===== src/rtl/fpdf_pkg.sv =====
// Shared types and constants for the fixed-point decimal formatter.
// No dependencies; imported by every module of the formatter.
package fpdf_pkg;

   // Number format
   localparam int VALUE_W     = 32;
   localparam int INT_W       = 16;
   localparam int FRAC_W      = 16;
   localparam int CHAR_W      = 7;
   localparam int DIG_W       = 4;
   localparam int FRAC_DIGITS = 6;
   localparam int INT_DIGITS  = 5;

   // Conversion runs for as many steps as the longer digit string
   localparam int CONV_STEPS = (FRAC_DIGITS > INT_DIGITS) ? FRAC_DIGITS : INT_DIGITS;
   localparam int CNT_W      = $clog2(CONV_STEPS);
   localparam int IIDX_W     = $clog2(INT_DIGITS);
   localparam int FIDX_W     = (FRAC_DIGITS > 1) ? $clog2(FRAC_DIGITS) : 1;

   // Decimal scale of the fraction, 10 to the FRAC_DIGITS
   function automatic longint pow10(input int n);
      longint p;
      p = 1;
      for (int i = 0; i < n; i++) begin
         p = p * 10;
      end
      return p;
   endfunction

   localparam longint FRAC_SCALE = pow10(FRAC_DIGITS);
   localparam int     FPART_W    = $clog2(FRAC_SCALE);

   // Reciprocal divide-by-ten: q = (x * RECIP) >> SHIFT, exact for x below 2^width
   localparam int     INT_SHIFT   = INT_W + 4;
   localparam longint INT_RECIP   = ((64'd1 << INT_SHIFT) + 64'd9) / 64'd10;
   localparam int     FRAC_SHIFT  = FPART_W + 4;
   localparam longint FRAC_RECIP  = ((64'd1 << FRAC_SHIFT) + 64'd9) / 64'd10;

   // ASCII codes
   localparam logic [CHAR_W-1:0] CH_ZERO  = 7'h30;
   localparam logic [CHAR_W-1:0] CH_MINUS = 7'h2d;
   localparam logic [CHAR_W-1:0] CH_POINT = 7'h2e;

   // Character source select
   localparam logic [1:0] SEL_MINUS = 2'd0;
   localparam logic [1:0] SEL_INT   = 2'd1;
   localparam logic [1:0] SEL_POINT = 2'd2;
   localparam logic [1:0] SEL_FRAC  = 2'd3;

   // Controller to datapath commands
   typedef struct packed {
      logic             load;
      logic             mul;
      logic             conv;
      logic             emit;
      logic [1:0]       sel;
      logic             last;
      logic [CNT_W-1:0] idx;
   } cmd_type;

   // Datapath to controller status
   typedef struct packed {
      logic             neg;
      logic [CNT_W-1:0] nd;
      logic             out_free;
   } sts_type;

endpackage


===== src/rtl/fpdf_ctrl.sv =====
// Controller of the decimal formatter: sequences load, scaling, digit
// conversion and character emission. Uses fpdf_pkg.
module fpdf_ctrl
   import fpdf_pkg::*;
(
   input  logic    clock,
   input  logic    reset,
   input  logic    req_valid,
   output logic    req_stall,
   output cmd_type cmd,
   input  sts_type sts
);

   localparam logic [2:0] ST_IDLE = 3'd0;
   localparam logic [2:0] ST_MUL  = 3'd1;
   localparam logic [2:0] ST_CONV = 3'd2;
   localparam logic [2:0] ST_SIGN = 3'd3;
   localparam logic [2:0] ST_INT  = 3'd4;
   localparam logic [2:0] ST_DOT  = 3'd5;
   localparam logic [2:0] ST_FRAC = 3'd6;

   logic [2:0]       state_ff, state_in;
   logic [CNT_W-1:0] cnt_ff, cnt_in;

   // Advance the sequence
   always_comb begin
      state_in = state_ff;
      cnt_in   = cnt_ff;
      cmd      = '0;
      cmd.idx  = cnt_ff;
      case (state_ff)
         ST_IDLE: begin
            if (req_valid) begin
               cmd.load = 1'b1;
               state_in = ST_MUL;
            end
         end
         ST_MUL: begin
            cmd.mul  = 1'b1;
            cnt_in   = '0;
            state_in = ST_CONV;
         end
         ST_CONV: begin
            cmd.conv = 1'b1;
            if (int'(cnt_ff) == CONV_STEPS - 1) begin
               state_in = ST_SIGN;
            end else begin
               cnt_in = cnt_ff + CNT_W'(1);
            end
         end
         ST_SIGN: begin
            cmd.sel = SEL_MINUS;
            if (!sts.neg || sts.out_free) begin
               cmd.emit = sts.neg;
               cnt_in   = sts.nd - CNT_W'(1);
               state_in = ST_INT;
            end
         end
         ST_INT: begin
            cmd.sel = SEL_INT;
            if (sts.out_free) begin
               cmd.emit = 1'b1;
               if (cnt_ff == '0) begin
                  state_in = ST_DOT;
               end else begin
                  cnt_in = cnt_ff - CNT_W'(1);
               end
            end
         end
         ST_DOT: begin
            cmd.sel = SEL_POINT;
            if (sts.out_free) begin
               cmd.emit = 1'b1;
               cnt_in   = CNT_W'(FRAC_DIGITS - 1);
               state_in = ST_FRAC;
            end
         end
         ST_FRAC: begin
            cmd.sel  = SEL_FRAC;
            cmd.last = (cnt_ff == '0);
            if (sts.out_free) begin
               cmd.emit = 1'b1;
               if (cnt_ff == '0) begin
                  state_in = ST_IDLE;
               end else begin
                  cnt_in = cnt_ff - CNT_W'(1);
               end
            end
         end
         default: begin
            state_in = ST_IDLE;
         end
      endcase
   end

   always_ff @(posedge clock) begin
      if (reset) begin
         state_ff <= ST_IDLE;
         cnt_ff   <= '0;
      end else begin
         state_ff <= state_in;
         cnt_ff   <= cnt_in;
      end
   end

   assign req_stall = (state_ff != ST_IDLE);

   // Never overwrite a character still waiting at the output
   a_emit_free: assert property (@(posedge clock) disable iff (reset)
      cmd.emit |-> sts.out_free)
      else $error("emit while output register occupied");

   // The flagged character ends the request
   a_last_done: assert property (@(posedge clock) disable iff (reset)
      (cmd.emit && cmd.last) |=> (state_ff == ST_IDLE))
      else $error("sequence did not end after last character");

   // Integer digit count lies in 1..INT_DIGITS once conversion is done
   a_nd_range: assert property (@(posedge clock) disable iff (reset)
      (state_ff == ST_SIGN) |-> ((sts.nd != '0) && (int'(sts.nd) <= INT_DIGITS)))
      else $error("integer digit count out of range");

   // The last flag appears only on a fraction digit
   a_last_frac: assert property (@(posedge clock) disable iff (reset)
      (cmd.emit && cmd.last) |-> (cmd.sel == SEL_FRAC))
      else $error("last flag on a non-fraction character");

endmodule


===== config.mk =====
export PLATFORM = sky130hd
export DESIGN_NAME = fpdf_ctrl
export DESIGN_NICKNAME = d
export VERILOG_FILES = /design/src/rtl/fpdf_pkg.sv /design/src/rtl/fpdf_ctrl.sv
export SDC_FILE = /design/constraint.sdc
export NUM_CORES = 1
export LEC_CHECK = 0
export BUFFER_PORTS_ARGS = -buffer_cell sky130_fd_sc_hd__buf_2
export CAP_MARGIN = 20
export CORE_AREA = 2 2 39 41
export CTS_BUF_LIST = sky130_fd_sc_hd__clkbuf_4 sky130_fd_sc_hd__clkbuf_8
export CTS_CLUSTER_SIZE = 25
export DETAILED_ROUTE_END_ITERATION = 12
export DIE_AREA = 0 0 41 43
export GPL_ROUTABILITY_DRIVEN = 0
export PLACE_DENSITY = 0.74
export SLEW_MARGIN = 20
export SYNTH_ARGS = -nofsm -noshare
export SYNTH_HDL_FRONTEND = slang
export SYNTH_SLANG_ARGS = --single-unit

===== constraint.sdc =====
create_clock -name clock -period 1.8 [get_ports clock]
set_clock_uncertainty 0.05 [all_clocks]
set_input_delay 0.18 -clock clock [delete_from_list [all_inputs] [get_ports clock]]
set_output_delay 0.18 -clock clock [all_outputs]
set_load 0.03 [all_outputs]

### Word level (Yosys, flattened, before mapping)

Cells that the tools add are included.

| word-level totals | value |
|---|---|
| register bits after elaboration | 6 |
| output and inout bits | 11 |
| bits of input ports | 8 |

| operators by class | value |
|---|---|
| add/sub/neg operators | 3 |
| muxes and demuxes | 23 |
| reduce and logical (&&, ||, !) cells | 9 |
| eq/ne operators | 18 |

Operator list:

| cell | number |
|---|---|
| 3-bit 2-to-1 mux | 13 |
| 3-bit one-hot mux with 7 select lines | 1 |
| 2-bit != test, second input constant | 10 |
| 3-bit one-hot mux with 5 select lines | 1 |
| 3-bit == test, second input constant | 4 |
| 3-bit one-hot mux with 4 select lines | 1 |
| 8-bit AND reduction | 1 |
| 1-bit 2-to-1 mux | 7 |
| 3-bit by 2-bit == test with 1-bit output, second input constant | 2 |
| 3-bit logical NOT | 2 |
| 6-bit AND reduction | 1 |
| 3-bit by 1-bit subtractor with 3-bit output, second input constant | 2 |
| 5-bit nonzero test | 1 |
| 3-bit by 1-bit adder with 3-bit output, second input constant | 1 |
| 3-bit by 1-bit == test with 1-bit output, second input constant | 1 |
| 3-bit nonzero test | 1 |
| 2-bit by 1-bit != test with 1-bit output, second input constant | 1 |
| 2-bit OR reduction | 1 |
| 1-bit logical NOT | 1 |
| 1-bit logical OR | 1 |

### Logic depth before layout (Yosys ltp)

Gate-level depths: netlist of run 1.

| logic depth | value |
|---|---|
| word-level depth | 4 |
| depth in mapped cells | 7 |
| gate-level depth less buffers | 7 |

### Worst setup path before layout of run 1

OpenSTA, ideal clock, no wires.

| timing | value |
|---|---|
| path kind | reg2out |
| start point | register state_ff[2] |
| end point | output cmd[9] (netlist bit) |
| path slack | -0.023 ns |
| path buffers | 2 |
| stages on the path, launching flop included | 5 |
| arrival time | 1.593 ns |
| path through | dfxtp_1 -> buf_2 -> clkbuf_1 -> or3_1 -> nor2_1 |

RTL lines:

| what | RTL line | RTL |
|---|---|---|
| from (decl) | fpdf_ctrl.sv:22 | `logic [2:0] state_ff, state_in;` |
| from (signal assigned) | fpdf_ctrl.sv:101 | `state_ff <= state_in;` |
| to (decl) | fpdf_ctrl.sv:10 | `output cmd_type cmd,` |

### Worst setup path after layout of run 1

| timing | value |
|---|---|
| start point | register state_ff[0] |
| end point | register cnt_ff[2] |

| on the way | value |
|---|---|
| cells in the longest elaborated chain, start to end | 4 |
| elaborated cells on any way between the ends | 15 |
| those cells by class | 11 x eq/ne; 1 x mux; 3 x reduce/logical |

Ends and longest elaborated chain:

| what | RTL line | RTL |
|---|---|---|
| 3-bit == test | fpdf_ctrl.sv:31 | `case (state_ff)` |
| 2-bit OR reduction (no line) | -- |  |
| 5-bit nonzero test (no line), or another cell as far along | -- |  |
| 6-bit AND reduction (no line) | -- |  |
| to (signal assigned) | fpdf_ctrl.sv:102 | `cnt_ff <= cnt_in;` |
| to (decl) | fpdf_ctrl.sv:23 | `logic [CNT_W-1:0] cnt_ff, cnt_in;` |

Parallel ways exist; a longest one is shown, timed or not.
A chain may end at the register's enable or synchronous reset.

==> reports/metrics.csv, run 1 <==
stage,metric,value,unit
synthesis,ys_types,38,
finish,drive_gt1_share,38.2,%
die,fp.dieH,43,µm
power_and_ir_drop,p_leak,0.331,nW
cts,cts_buffers,3,
finish,final_nets,114,
detailed_routing,ant_nets,0,
sta,finalCritPeriodShare,93.9,%
global_route,grt_pass1_vias,644,
die,dieArea,0.00176,mm²
sta,tightest_slew,0.309,ns
detailed_routing,first_iter_violations,13,
critical_path,r2r_cells,7,
finish,insertedDiodeCount,0,
cts,clock_sinks,6,
critical_path,crit_required,1.88,ns
global_route,grt_start_max_net_pins,21,
power_and_ir_drop,vdd_drop_max,0.276,mV
sta,drv_slew,0,
sta,setup_viol,0,
critical_path,path_max_fanout,5,
synthesis,syn_area_per_cell,7.48,µm²
detailed_routing,drt_wl_total,1590,µm
die,io_pins,19,
critical_path,worstPathArrival,1.77,ns
run_status,status,"complete, no violations",
detailed_routing,vias,683,
detailed_routing,viasPerCell,5.79,
cts,clk_path_buf_depth,2,
cts,cts.htree.levels,1,
placed_design,dpl.hpwl,1110,µm
finish,seqCellArea,123,µm²
placed_design,io_buffers,18,
synthesis,syn_nets,93,
global_route,grt_usage,22.3,%
cts,clk_pin_slew,0.05,ns
min_path,hp-class,primary input to flip-flop,
die,placementRows,14,
finish,layout_common_cells,"buf_2 (18), nor2_1 (7), nand2_1 (6), inv_1 (5)",
synthesis,ys_seq_area_share,19.4,%
cts,root_buffer,clkbuf_4,
cts,cts_tree,built,
sta,hold_viol,0,
finish,syn_to_final_growth,24.0,%
critical_path,cp-start-kind,flip-flop,
run,drv_cap,0,
sta,max_freq,0.592,GHz
sta,final.setup.tns,0,ns
min_path,whs_path_depth,2,
critical_path,critical_path_class,flip-flop to flip-flop,
global_route,gr-total-overflow,0,
cts,postCtsHoldBufs,0,
synthesis,synth_seq_cells,6,
synthesis,yosysWarnings,0,
finish,layout_commonest_cell,buf_2,
detailed_routing,drt-pass1-iter-count,4,
sta,grt_setup_unrepaired,no,
cts,clk_latency,0.25,ns
synthesis,syn_area,621,µm²
die,die_w,41,µm
sta,maxSlewHeadroom,79.3,%
synthesis,syn-instance-count,83,
global_route,grt_pass1_wl,2740,µm
detailed_routing,wl_per_cell,13.4,µm
detailed_routing,drc,0,
finish,fillers,151,
finish,multi_input_area,465,µm²
sta,min_period,1.69,ns
power_and_ir_drop,p_per_area,720,mW/mm²
critical_path,critical_path.endpoint_type,flip-flop,
global_route,antenna_found_initial,0,
die,core,0.00138,mm²
die,initial_core_util,44.8,%
power_and_ir_drop,total_power,554,µW
critical_path,r2r_slack,0.11,ns
==> power by group <==
| part | internal [mW] | switching [mW] |
|---|---|---|
| registers | 0.147 | 0.0207 |
| clock network | 0.0755 | 0.0505 |
| logic | 0.102 | 0.158 |
| total | 0.325 | 0.229 |
==> metal layers <==
metal,track usage (%),vias to the layer above,share of wire [%]
met5,0,-,0
met4,12.7,0,1.6
met3,4.19,4,4.1
met2,32.5,20,48
met1,29.4,317,46
li1,-,342,-
==> final timing paths <==
path | startpoint | end
setup / recovery | state_ff[0]$_SDFFE_PP0P_ | cnt_ff[2]$_SDFFE_PP0P_
hold / removal | reset | cnt_ff[1]$_SDFFE_PP0P_
setup reg to reg | state_ff[0]$_SDFFE_PP0P_ | cnt_ff[2]$_SDFFE_PP0P_
hold reg to reg | cnt_ff[0]$_SDFFE_PP0P_ | cnt_ff[0]$_SDFFE_PP0P_
==> sequential cells by signal, indices dropped and copies added (netlist names) <==
name / cells
cnt_ff: 3
state_ff: 3
==> layout make-up <==
cell class / instances / share of cell area, %
Multi-Input combinational cell: 66 / 60.5
Clock buffer: 3 / 2.93
Sequential cell: 6 / 15.9
Inverter: 5 / 2.44
Tap cell: 16 / 2.60
Timing Repair Buffer: 22 / 15.6
==> synth_stat cells <==
cell type	number	area [µm²]
a21boi_0	1	7.51
a221o_2	2	22.5
o21a_1	1	7.51
and3_1	2	12.5
nor3_1	1	5.00
a211oi_1	1	7.51
a211oi_2	1	12.5
nand4b_1	2	17.5
o31ai_1	1	7.51
nor4b_1	1	8.76
nor2_1	8	30.0
nand2b_1	3	18.8
and2_1	1	6.26
o22ai_1	2	12.5
a32oi_2	1	16.3
buf_2	3	15.0
xnor2_1	2	17.5
a21oi_1	5	25.0
or3_1	2	12.5
nor3b_1	1	7.51
nor4_1	1	6.26
and2_2	1	7.51
a221oi_2	1	15.0
nand3_1	2	10.0
o211ai_1	2	15.0
nand2_1	6	22.5
a31oi_1	1	6.26
dfxtp_1	6	120
a311oi_1	1	8.76
clkbuf_1	3	11.3
or2_2	1	6.26
inv_1	5	18.8
nor2b_1	1	6.26
o211ai_4	1	21.3
ha_1	2	25.0
nand3b_1	1	7.51
o21ai_0	4	20.0
and2b_1	3	22.5
==> cells by family after synthesis <==
family | after synthesis | synth area share, %
AND/OR/NAND/NOR | 37 | 33.5
AO/OA/AOI/OAI | 25 | 33.1
buffers and inverters | 11 | 7.26
flip-flops | 6 | 19.4
XOR/XNOR | 2 | 2.82
adder cells (fa/ha/maj) | 2 | 4.03
==> what timing repair did <==
| item | CTS | global route |
|---|---|---|
| buffers inserted | 0 | 0 |
| setup endpoints to repair | 0 | 2 |
| resized for setup | 0 | 3 |
==> metrics by stage <==
step	instance area (µm²)	utilization [%]	hold WS, ns	cells	worst slack, ns
after CTS	762	55.1	0.149	118	0.0688
after global placement	739	53.4	0.407	115	0.165
after detailed placement	739	53.4	0.411	115	0.105
after global routing	769	55.6	0.157	118	0.0326
final	769	55.6	0.159	118	0.110
after floorplan	626	-	0.187	83	0.00576
==> worst max-delay path, stage by stage (launching register included) <==
cell	delay, ns
dfxtp_1	0.32
and2b_2	0.25
xnor2_1	0.15
ha_2	0.22
nor2_1	0.05
a221o_2	0.34
a21oi_2	0.12
o31ai_1	0.08
Power figures use the tool's default switching activity.
==> inputs of run 2 (changes only) <==
PLACE_DENSITY = unset   (was 0.74)
PLACE_DENSITY_LB_ADDON = 0.2   (was unset)
==> run 2 against run 1 <==
Power down 1.5%. Worst setup slack worse by 0.0053 ns. Sequential share of layout area about the same. Count of clock-buffer cells in the layout unchanged. Utilization down 0.54 points. Flip-flop and latch count unchanged. Combinational power down 2%. Die area unchanged. Via count down 3.1%. Register-to-register slack about the same. Fmax down 0.31%. Cell area down 0.98%. Critical path type unchanged. Critical endpoint unchanged.
==> reports/metrics.csv, run 2 (synthesized netlist as in run 1, its figures left out) <==
stage,metric,value,unit,change
min_path,whs_path_depth,2,,unchanged
die,placementRows,14,,unchanged
finish,final_nets,114,,unchanged
finish,layout_common_cells,"buf_2 (18), nor2_1 (7), nand2_1 (6)",,
sta,finalCritPeriodShare,94.2,%,+0.30 points
detailed_routing,drc,0,,unchanged
detailed_routing,viasPerCell,5.61,,-3.1%
global_route,grt_usage,20.2,%,-2.2 points
finish,drive_gt1_share,35.3,%,-2.9 points
sta,final.setup.tns,0,ns,unchanged
critical_path,crit_slowest_cell,a221o_2,,
finish,layout_commonest_cell,buf_2,,
placed_design,dpl.hpwl,1120,µm,+0.37%
power_and_ir_drop,total_power,546,µW,-1.5%
global_route,grt_start_max_net_pins,21,,unchanged
cts,post_cts_buffers,0,,unchanged
cts,clk_path_buf_depth,2,,unchanged
cts,cts_resized,0,,unchanged
sta,min_period,1.69,ns,+0.00531 ns
placed_design,place_ws,0.113,ns,+0.00848 ns
power_and_ir_drop,vdd_drop_max,0.274,mV,-0.82%
finish,reg.largest.list,"cnt_ff (3), state_ff (3)",,
global_route,grt_pass1_wl,2440,µm,-11%
global_route,gr-total-overflow,0,,unchanged
critical_path,slowest_delay,0.33,ns,about the same
finish,layoutNonFillerInstCount,118,,unchanged
critical_path,crit_required,1.88,ns,about the same
min_path,hp-class,primary input to flip-flop,,
cts,cts.htree.levels,1,,unchanged
finish,syn_to_final_growth,22.8,%,
die,fp.dieH,43,µm,unchanged
critical_path,crit_family,compound AO/OA/AOI/OAI gates,,
critical_path,worstPathArrival,1.77,ns,about the same
cts,clock_sinks,6,,unchanged
critical_path,r2r-start,state_ff[0]$_SDFFE_PP0P_,,
finish,insertedDiodeCount,0,,unchanged
sta,maxSlewHeadroom,78.7,%,-0.60 points
sta,setup_ws,0.105,ns,-0.00531 ns
die,io_pins,19,,unchanged
critical_path,cp_cell_sequence,and2b_2 -> xnor2_1 -> ha_1 -> nor2_1 -> a221o_2 -> a21oi_1 -> o31ai_1,,
cts,clk_pin_slew,0.05,ns,about the same
detailed_routing,ant_nets,0,,unchanged
detailed_routing,drt-pass1-iter-count,4,,unchanged
die,core,0.00138,mm²,unchanged
detailed_routing,drt_wl_total,1470,µm,-7.6%
global_route,antenna_found_initial,0,,unchanged
sta,tightest_slew,0.320,ns,+0.0113 ns
critical_path,rr_endpoint,cnt_ff[2]$_SDFFE_PP0P_,,
die,die_w,41,µm,unchanged
sta,drv_slew,0,,unchanged
placed_design,io_buffers,18,,unchanged
critical_path,path_max_fanout,5,,unchanged
cts,clk_latency,0.24,ns,about the same
placed_design,placed_cells,115,,unchanged
cts,cts_tree,built,,
finish,fillers,151,,unchanged
die,dieArea,0.00176,mm²,unchanged
detailed_routing,first_iter_violations,5,,-8
critical_path,r2r_cells,7,,unchanged
run,drv_cap,0,,unchanged
sta,setup_viol,0,,unchanged
critical_path,cp-start-kind,flip-flop,,
cts,postCtsHoldBufs,0,,unchanged
cts,root_buffer,clkbuf_4,,
sta,max_freq,0.590,GHz,-0.31%
die,initial_core_util,44.8,%,unchanged
min_path,holdCritStartpoint,reset,,
power_and_ir_drop,p_per_area,716,mW/mm²,-0.52%
power_and_ir_drop,p_leak,0.333,nW,+0.50%
run_status,status,"complete, no violations",,
detailed_routing,vias,662,,-3.1%
sta,grt_setup_unrepaired,no,,
min_path,hold_end,cnt_ff[1]$_SDFFE_PP0P_,,
critical_path,critical_path.endpoint_type,flip-flop,,
detailed_routing,wl_per_cell,12.4,µm,-7.6%
sta,hold_viol,0,,unchanged
critical_path,critical_path_class,flip-flop to flip-flop,,
critical_path,critPathBufInv,0,,unchanged
cts,cts_buffers,3,,unchanged
global_route,grt_pass1_vias,573,,-11%
critical_path,r2r_slack,0.11,ns,about the same
==> run 2: cell counts in the layout (fill, tap and decap cells not counted) <==
Identical to the previous run, type by type.
==> run 2: per-stage QoR <==
step / hold WS (ns) / util (%) / area [µm²]
after floorplan: 0.187 / - / 626
after global placement: 0.407 / 53.4 / 739
after detailed placement: 0.407 / 53.4 / 739
after CTS: 0.146 / 55.1 / 762
after global routing: 0.152 / 55.1 / 762
final: 0.153 / 55.1 / 762
==> run 2: metal layers <==
layer / global-route usage [%] / share of wire, % / routed length, µm / vias up
li1: - / - / - / 346
met1: 27.9 / 51 / 745 / 296
met2: 28.1 / 44 / 638 / 18
met3: 6.28 / 4.6 / 67 / 2
met4: 8.00 / 0.95 / 14 / 0
met5: 0 / 0 / 0 / -
==> run 2: cell type report <==
class	instances	area [µm²]	share of cell area (%)
inverter	5	18.8	2.46
multi-input combinational	66	459	60.3
clock buffer	3	22.5	2.96
sequential	6	121	15.9
timing repair buffer	22	120	15.8
tap	16	20.0	2.63
==> run 2: how the worst max path moves through the flow <==
stage,start,end,slack [ns],cells past startpoint
final,state_ff[0]$_SDFFE_PP0P_,cnt_ff[2]$_SDFFE_PP0P_,0.11,7
after global routing,state_ff[0]$_SDFFE_PP0P_,cnt_ff[2]$_SDFFE_PP0P_,0.008,7
after CTS,state_ff[0]$_SDFFE_PP0P_,cnt_ff[2]$_SDFFE_PP0P_,0.11,7
after floorplan,state_ff[0]$_SDFFE_PP0P_,cmd[6],0.006,4
after detailed placement,state_ff[0]$_SDFFE_PP0P_,cnt_ff[2]$_SDFFE_PP0P_,0.11,7
after global placement,state_ff[0]$_SDFFE_PP0P_,cnt_ff[2]$_SDFFE_PP0P_,0.17,7
==> run 2: worst register-to-register path: stages (launching register included) <==
cell and delay [ns]:
dfxtp_1 0.32, and2b_2 0.25, xnor2_1 0.14, ha_1 0.23, nor2_1 0.06, a221o_2 0.33, a21oi_1 0.12, o31ai_1 0.08
==> run 2: power by group <==
part / total [mW] / leakage, nW / switching (mW) / internal (mW)
Combinational: 0.256 / 0.270 / 0.156 / 0.100
Clock: 0.124 / 0.0138 / 0.0487 / 0.0754
Sequential: 0.166 / 0.0494 / 0.0188 / 0.147
==> inputs of run 3 (changes only) <==
CELL_PAD_IN_SITES_DETAIL_PLACEMENT = 1   (was unset)
CELL_PAD_IN_SITES_GLOBAL_PLACEMENT = 2   (was unset)
CORE_AREA = unset   (was 2 2 39 41)
CORE_MARGIN = 1.5   (was unset)
CORE_UTILIZATION = 28   (was unset)
DIE_AREA = unset   (was 0 0 41 43)
PLACE_DENSITY_LB_ADDON = 0.1   (was 0.2)
==> run 3 against run 2 <==
Clock power barely moved. Die area up 42%. Critical path depth shrank 3. First-iteration DRC count rose by 20%. Register-to-register slack improved by 0.03 ns.
==> reports/metrics.csv, run 3 (synthesized netlist as in run 1, its figures left out) <==
stage,metric,value,unit,change
detailed_routing,drc,0,,unchanged
critical_path,path_max_fanout,20,,+15
sta,setup_ws,0.130,ns,+0.0249 ns
global_route,grt_pass1_vias,690,,+20%
global_route,grt_start_max_net_pins,21,,unchanged
sta,min_period,1.67,ns,-0.0249 ns
finish,fin_area,790,µm²,+3.6%
placed_design,io_buffers,18,,unchanged
sta,setup_viol,0,,unchanged
min_path,holdCritStartpoint,reset,,
sta,finalCritPeriodShare,92.8,%,-1.4 points
cts,post_cts_buffers,0,,unchanged
power_and_ir_drop,p_seq_share,29.0,%,-1.3 points
critical_path,cp_cell_sequence,buf_4 -> or3_1 -> nor2_2 -> buf_2,,
cts,clk_latency,0.25,ns,about the same
placed_design,dpl.hpwl,1390,µm,+24%
critical_path,critPathBufInv,2,,+2
finish,layoutNonFillerInstCount,130,,+10%
sta,maxSlewHeadroom,78.7,%,+0.080 points
critical_path,r2r_slack,0.14,ns,+0.03 ns
global_route,antenna_found_initial,0,,unchanged
sta,final.setup.tns,0,ns,unchanged
finish,layout_common_cells,"buf_2 (18), nor2_1 (7), nand2_1 (6)",,
cts,cts_buffers,3,,unchanged
placed_design,place_ws,0.115,ns,+0.00151 ns
finish,final_nets,115,,+0.88%
critical_path,slowest_delay,0.41,ns,+0.08 ns
critical_path,cp-start-kind,flip-flop,,
die,core,0.00202,mm²,+46%
die,io_pins,19,,unchanged
sta,tightest_slew,0.316,ns,-0.00363 ns
power_and_ir_drop,p_int,326,µW,+1.0%
cts,clock_sinks,6,,unchanged
cts,clk_path_buf_depth,2,,unchanged
die,initial_core_util,30.7,%,-14 points
critical_path,critical_path.endpoint_type,output port,,
critical_path,rr_endpoint,cnt_ff[2]$_SDFFE_PP0P_,,
finish,insertedDiodeCount,0,,unchanged
die,placementRows,16,,+2
min_path,whs_path_depth,2,,unchanged
cts,cts_tree,built,,
cts,clk_pin_slew,0.04,ns,about the same
min_path,hp-class,primary input to flip-flop,,
critical_path,crit_slowest_cell,or3_1,,
power_and_ir_drop,switchingPower,237,µW,+6.0%
finish,drive_gt1_share,37.9,%,+2.6 points
placed_design,place_area,761,µm²,+2.9%
cts,root_buffer,clkbuf_4,,
critical_path,r2r-start,state_ff[0]$_SDFFE_PP0P_,,
power_and_ir_drop,switching_share,42.1,%,+1.2 points
finish,fillers,271,,+79%
power_and_ir_drop,clock_power_share,22.6,%,-0.2 points
critical_path,critical_path_class,flip-flop to output port,,
critical_path,cp-startpoint,state_ff[0]$_SDFFE_PP0P_,,
finish,syn_to_final_growth,27.2,%,
sta,drv_slew,0,,unchanged
critical_path,worstPathArrival,1.44,ns,-0.33 ns
sta,fin_hold_ws,0.139,ns,-0.0140 ns
critical_path,crit_family,simple AND/OR/NAND/NOR gates,,
cts,cts.htree.levels,1,,unchanged
critical_path,crit_required,1.57,ns,-0.31 ns
sta,max_freq,0.599,GHz,+1.5%
global_route,gr-total-overflow,0,,unchanged
global_route,grt_usage,17.0,%,-3.2 points
die,dieArea,0.00251,mm²,+42%
detailed_routing,ant_nets,0,,unchanged
run,drv_cap,0,,unchanged
detailed_routing,drt_wl_total,1830,µm,+25%
critical_path,r2r_cells,7,,unchanged
die,die_w,50.1,µm,+22%
global_route,grt_pass1_wl,3190,µm,+31%
sta,grt_setup_unrepaired,no,,
run_status,status,"complete, no violations",,
power_and_ir_drop,p_comb_share,48.4,%,+1.5 points
power_and_ir_drop,p_per_area,712,mW/mm²,-0.55%
placed_design,placed_cells,127,,+10%
detailed_routing,wl_per_cell,14.1,µm,+13%
detailed_routing,drt-pass1-iter-count,4,,unchanged
power_and_ir_drop,vdd_drop_max,0.191,mV,-30%
finish,multi_input_area,465,µm²,+1.4%
sta,hold_viol,0,,unchanged
min_path,hold_end,cnt_ff[1]$_SDFFE_PP0P_,,
finish,layout_commonest_cell,buf_2,,
detailed_routing,vias,675,,+2.0%
finish,reg.largest.list,"cnt_ff (3), state_ff (3)",,
detailed_routing,first_iter_violations,6,,+1
power_and_ir_drop,p_leak,0.336,nW,+1.0%
detailed_routing,viasPerCell,5.19,,-7.4%
finish,seqCellArea,121,µm²,unchanged
die,fp.dieH,50.1,µm,+16%
run 3: cell count changes in the layout (fill, tap and decap cells not counted), sizes merged:
cell | before | now
buf | 22 | 23
run 3: worst register-to-register path, delay by kind of cell (launching register included):
kind | cells | cell delay (ns)
adders and majority gates | 1 | 0.22
xor gates and xnor gates | 1 | 0.14
and+or+nand+nor | 2 | 0.28
DFF | 1 | 0.32
AOI/OAI and AO/OA | 3 | 0.55
run 3: what timing repair did:
action,in CTS,in global routing
endpoints found under the setup margin,0,1
hold buffers,0,0
gates resized for setup,0,2
hold endpoints to repair,0,0
run 3: layout make-up:
| type | instances | area share (%) |
|---|---|---|
| tap | 27 | 4.28 |
| timing repair buffer | 23 | 16.2 |
| clock buffer | 3 | 2.85 |
| inverter | 5 | 2.38 |
| sequential | 6 | 15.4 |
| multi-input combinational | 66 | 59.0 |
run 3: through the flow:
stage               total power, mW  util (%)
finish                        0.562      39.0
global route                  0.602      39.0
CTS                           0.565      38.7
detailed placement            0.436      37.6
global placement              0.431      37.6
floorplan                     0.361         -
run 3: metal layers:
| layer | track usage [%] | vias up | routed length [µm] |
|---|---|---|---|
| li1 | - | 343 | - |
| met1 | 23.1 | 309 | 932 |
| met2 | 25.0 | 18 | 787 |
| met3 | 1.82 | 5 | 58 |
| met4 | 11.1 | 0 | 51 |
| met5 | 0 | - | 0 |
run 3: how the worst max path moves through the flow:
stage | end | cells past startpoint
finish | cmd[9] | 4
global route | cnt_ff[2]$_SDFFE_PP0P_ | 7
CTS | cnt_ff[2]$_SDFFE_PP0P_ | 7
detailed placement | cnt_ff[2]$_SDFFE_PP0P_ | 7
global placement | cnt_ff[2]$_SDFFE_PP0P_ | 7
floorplan | cmd[6] | 4
run 3: power by group through the flow:
| stage | Clock [mW] | Combinational (mW) | Sequential, mW |
|---|---|---|---|
| 2_1_floorplan | 0 | 0.191 | 0.170 |
| 3_3_place_gp | 0 | 0.267 | 0.165 |
| 3_5_place_dp | 0 | 0.271 | 0.165 |
| 4_1_cts | 0.131 | 0.272 | 0.163 |
| 5_1_grt | 0.135 | 0.302 | 0.165 |
| 6_report | 0.127 | 0.272 | 0.163 |
